--- config.mk ---
export PLATFORM = sky130hd
export DESIGN_NAME = qvr_fifo
export DESIGN_NICKNAME = d
export VERILOG_FILES = /design/src/design/qvr_pkg.sv /design/src/design/qvr_fifo.sv
export SDC_FILE = /design/constraint.sdc
export NUM_CORES = 2
export LEC_CHECK = 0
export BUFFER_PORTS_ARGS = -buffer_cell sky130_fd_sc_hd__buf_4
export CAP_MARGIN = 5
export CELL_PAD_IN_SITES_DETAIL_PLACEMENT = 1
export CELL_PAD_IN_SITES_GLOBAL_PLACEMENT = 2
export CORE_MARGIN = 4
export CORE_UTILIZATION = 44
export CTS_CLUSTER_DIAMETER = 80
export DETAILED_ROUTE_END_ITERATION = 8
export HOLD_SLACK_MARGIN = 0.15
export PLACE_DENSITY_LB_ADDON = 0.1
export SETUP_SLACK_MARGIN = 0.5
export SLEW_MARGIN = 20
export SYNTH_ARGS = -nofsm -noshare
export SYNTH_HDL_FRONTEND = slang
export SYNTH_SLANG_ARGS = --single-unit
--- constraint.sdc ---
create_clock -name clk -period 14.5 [get_ports clk]
set_clock_uncertainty 0.15 [all_clocks]
set_input_delay 0.725 -clock clk [delete_from_list [all_inputs] [get_ports clk]]
set_output_delay 0.725 -clock clk [all_outputs]
set_load 0.05 [all_outputs]
--- src/design/qvr_pkg.sv ---
// ----------------------------------------------------------------------------
// qvr_pkg
// Widths and the queue entry type shared by the quaternion rotate modules.
// ----------------------------------------------------------------------------
package qvr_pkg;

	// field widths of the item
	localparam int VW = 16;
	localparam int QW = 16;

	// widest of the two field widths
	localparam int MW = (QW > VW) ? QW : VW;
	// first products, sums of up to four of them, second products, rotated numerator
	localparam int PW = QW + MW;
	localparam int SW = PW + 2;
	localparam int TW = SW + MW;
	localparam int RW = TW + 3;

	// queue between front and back
	localparam int QDEPTH = 8;
	localparam int QAW    = $clog2(QDEPTH);
	localparam int QCW    = QAW + 1;

	// numerator per axis, squared norm and zero flag of one item
	typedef struct packed {
		logic signed [RW-1:0] rx;
		logic signed [RW-1:0] ry;
		logic signed [RW-1:0] rz;
		logic [SW-1:0]        n;
		logic                 zq;
	} qvr_work_t;

endpackage

--- src/design/qvr_fifo.sv ---
// ----------------------------------------------------------------------------
// qvr_fifo
// Short queue of numerator items between the front and the divider back end.
// ----------------------------------------------------------------------------
module qvr_fifo (
	input  logic                clk,
	input  logic                arst_n,
	input  logic                push,
	input  qvr_pkg::qvr_work_t  wdata,
	input  logic                pop,
	output qvr_pkg::qvr_work_t  rdata,
	output logic                empty
);
	import qvr_pkg::*;

	qvr_work_t        entry_q [QDEPTH];
	logic [QAW-1:0]   wr_ptr_q, rd_ptr_q;
	logic [QCW-1:0]   count_q;
	logic             full;

	assign full  = (count_q == QCW'(QDEPTH));
	assign empty = (count_q == '0);
	assign rdata = entry_q[rd_ptr_q];

	// pointers and fill count
	always_ff @(posedge clk or negedge arst_n) begin
		if (!arst_n) begin
			wr_ptr_q <= '0;
			rd_ptr_q <= '0;
			count_q  <= '0;
		end else begin
			if (push) wr_ptr_q <= wr_ptr_q + QAW'(1);
			if (pop)  rd_ptr_q <= rd_ptr_q + QAW'(1);
			count_q <= count_q + QCW'(push) - QCW'(pop);
		end
	end

	// entry storage
	always_ff @(posedge clk) begin
		if (push) entry_q[wr_ptr_q] <= wdata;
	end

	a_no_overflow: assert property (@(posedge clk) disable iff (!arst_n) push |-> !full)
		else $error("item pushed into full queue");
	a_no_underflow: assert property (@(posedge clk) disable iff (!arst_n) pop |-> !empty)
		else $error("item popped from empty queue");
	a_ptr_match: assert property (@(posedge clk) disable iff (!arst_n)
		(empty || full) |-> (wr_ptr_q == rd_ptr_q))
		else $error("queue pointers disagree with fill count");

endmodule

==> flow_summary_export.csv <==
group,metric,value,unit
worst_setup_path,path_buf_inv,4,
worst_setup_path,path_class,"reg2out",
timing,final_hold_viol_count,0,
worst_setup_path,cp_slowest_cell,"dfrtp_4",
timing,max_freq,0.161,GHz
timing,fin_worst_hold_slack,0.422,ns
finish,syn_to_final_growth,20.8,%
pwr,power,16.0,mW
global_routing,grt_pass1_vias,29900,
global_routing,grt_max_degree,107,
clocking,cts_tree,"built",
timing,fin_crit_sh,0.429,
placement,gp_congestion,0.709,
min_path,min_from,"wr_ptr_q[1]",
synth,synth_area,58800,µm²
min_path,min_path_type,"reg2reg",
die,die_h,373,µm
global_routing,antenna_found_initial,19,
worst_setup_path,slowest_delay,1.05,ns
drt,drtIter0Drc,1983,
global_routing,grt.overflow.total,0,
placement,placed_cells,4377,
drt,drt_wl_total,136000,µm
placement,place_hpwl,73600,µm
synth,synth_warnings,0,
timing,setup-tns-final,0,ns
placement,post_dp_cell_area,63700,µm²
clocking,cts_setup_buffers,0,
pwr,power-per-cell-area,225,nW/µm²
worst_setup_path,start_kind,"flop",
worst_setup_path,critPathMostFrequentCell,"buf_4",
synth,synth_cell_types,21,
die,dieWidth,373,µm
pwr,leakagePower,23.1,nW
synth,ys_seq_area_frac,0.797,
synth,ys_ff_latch,1562,
pwr,ir_drop,206,µV
finish,nets,3194,
finish,drive_above_1_share,0.402,
clocking,numCtsBuffers,166,
run,max-cap-violations,0,
synth,synth_fp_nets,2500,
worst_setup_path,crit_fanout,66,
die,start_util,0.445,
drt,postRouteAntennaNets,0,
timing,slew_headroom,0.323,
worst_setup_path,rr_startpoint,"wr_ptr_q[0]",
finish,design_area,71000,µm²
global_routing,grt_pass1_wl,203000,µm
finish,final_common_cell,"edfxtp_1",
synth,postSynthAreaPerCell,25.6,µm²
finish,regArea,46900,µm²
finish,layout_common_cells,"edfxtp_1 (1,552), buf_4 (426), mux4_2 (388)",
worst_setup_path,crit_arrival,5.34,ns
clocking,clock_latency,0.77,ns
clocking,post_cts_resized,0,
timing,worst_pin_slew,1.02,ns
clocking,clkSinkCount,1562,
worst_setup_path,startpoint,"rd_ptr_q[2]",
drt,dr.pass1.iters,5,
worst_setup_path,path_cells,"buf_4 -> buf_4 -> buf_4 -> mux4_2 -> mux2_2 -> buf_4",
worst_setup_path,crit_family,"buffers and inverters",
worst_setup_path,endpoint_kind,"output port",
drt,drc,0,
timing,grt_setup_unrepaired,"false",
clocking,h-tree-depth,4,
die,core_area,132000,µm²
drt,wl_per_cell,27.7,µm
timing,fin_crit,6.22,ns
die,die-area,139000,µm²
clocking,cts_root_buffer,"clkbuf_16",
timing,setup_ws,8.28,ns
clocking,cts_buffer_depth,3,
global_routing,grt_use_total,0.197,
clocking,clkTransAtPathRegs,0.06,ns
timing,drv_slew,0,
die,row_count,133,
die,ios,393,
drt,post_drt_via_cell_ratio,5.42,
finish,multi_input_area,11300,µm²
finish,final_core_util,0.537,
worst_setup_path,required,13.62,ns
drt,vias,26500,
timing,final-setup-viol-count,0,
finish,nFillCells,11200,
status,status,"finished clean",
placement,place_worst_setup_slack,8.88,ns
finish,fin_cells,4892,
synth,synthCells,2294,
placement,port_buffers,392,
[metal layers]
metal	vias up	GRT usage	share of wire
li1	11300	-	-
met1	14400	0.269	0.43
met2	584	0.323	0.50
met3	188	0.0454	0.055
met4	12	0.0502	0.019
met5	-	0	0.00059
[cells by family after synthesis]
logic type / count (synthesis) / share of synthesized area
DFF: 1562 / 0.797
muxes: 584 / 0.186
buffers and inverters: 116 / 0.0121
and+or+nand+nor: 16 / 0.00124
adders and majority gates: 8 / 0.00183
xor gates and xnor gates: 6 / 0.000895
AOI/OAI and AO/OA: 2 / 0.000213
[power breakdown]
part,total [mW],switching [mW],internal (mW)
Clock,4.08,1.69,2.39
Combinational,6.01,3.76,2.24
Sequential,5.89,0.225,5.67
Total,16.0,5.68,10.3
[worst register-to-register path: cells and delay by family, from the launching register on]
kind / cells / cell delay, ns
buffers and inverters: 3 / 2.22
flip-flops: 1 / 0.55
AND/OR/NAND/NOR: 2 / 0.67
[sequential cells by signal, summed over array words and instances, names as in the netlist]
register  flops
entry_q    1552
rd_ptr_q      3
wr_ptr_q      3
count_q       4
[path summary, 6_finish.rpt]
kind | endpoint | slack (ns) | cells past startpoint
max | rdata[105] | 8.28 | 6
max reg2reg | entry_q[5][130] | 10.48 | 5
min in group asynchronous | count_q[2] | 0.84 | 3
min | wr_ptr_q[1] | 0.42 | 1
min reg2reg | wr_ptr_q[1] | 0.42 | 1
max in group asynchronous | rd_ptr_q[0] | 13.00 | 3
[Yosys cell counts, drive strengths merged]
| cell | number | area share |
|---|---|---|
| mux2 | 196 | 0.038 |
| dfrtp | 10 | 0.0043 |
| and3 | 1 | 0.00011 |
| xnor2 | 3 | 0.00045 |
| ha | 7 | 0.0015 |
| nand2 | 4 | 0.00026 |
| buf | 75 | 0.0094 |
| inv | 8 | 0.00051 |
| edfxtp | 1552 | 0.79 |
| clkbuf | 33 | 0.0021 |
| a21oi | 1 | 0.000085 |
| nor2 | 6 | 0.00038 |
| mux4 | 388 | 0.15 |
| fa | 1 | 0.00034 |
| nand2b | 3 | 0.00032 |
| xor2 | 3 | 0.00045 |
| a21o | 1 | 0.00013 |
| nor3 | 2 | 0.00017 |
[cell type report]
type / instances / share of cell area
Inverter: 8 / 0.000423
Antenna cell: 15 / 0.000529
Sequential cell: 1562 / 0.660
Tap cell: 1755 / 0.0309
Timing Repair Buffer: 634 / 0.0757
Clock buffer: 207 / 0.0622
Clock inverter: 95 / 0.0116
Multi-Input combinational cell: 616 / 0.159
[timing repair]
| action | CTS | global route |
|---|---|---|
| endpoints found under the hold margin | 1569 | 0 |
| hold buffers | 198 | 0 |
| setup endpoints to repair | 0 | 0 |
No activity file was read; power rests on OpenSTA's default activity.
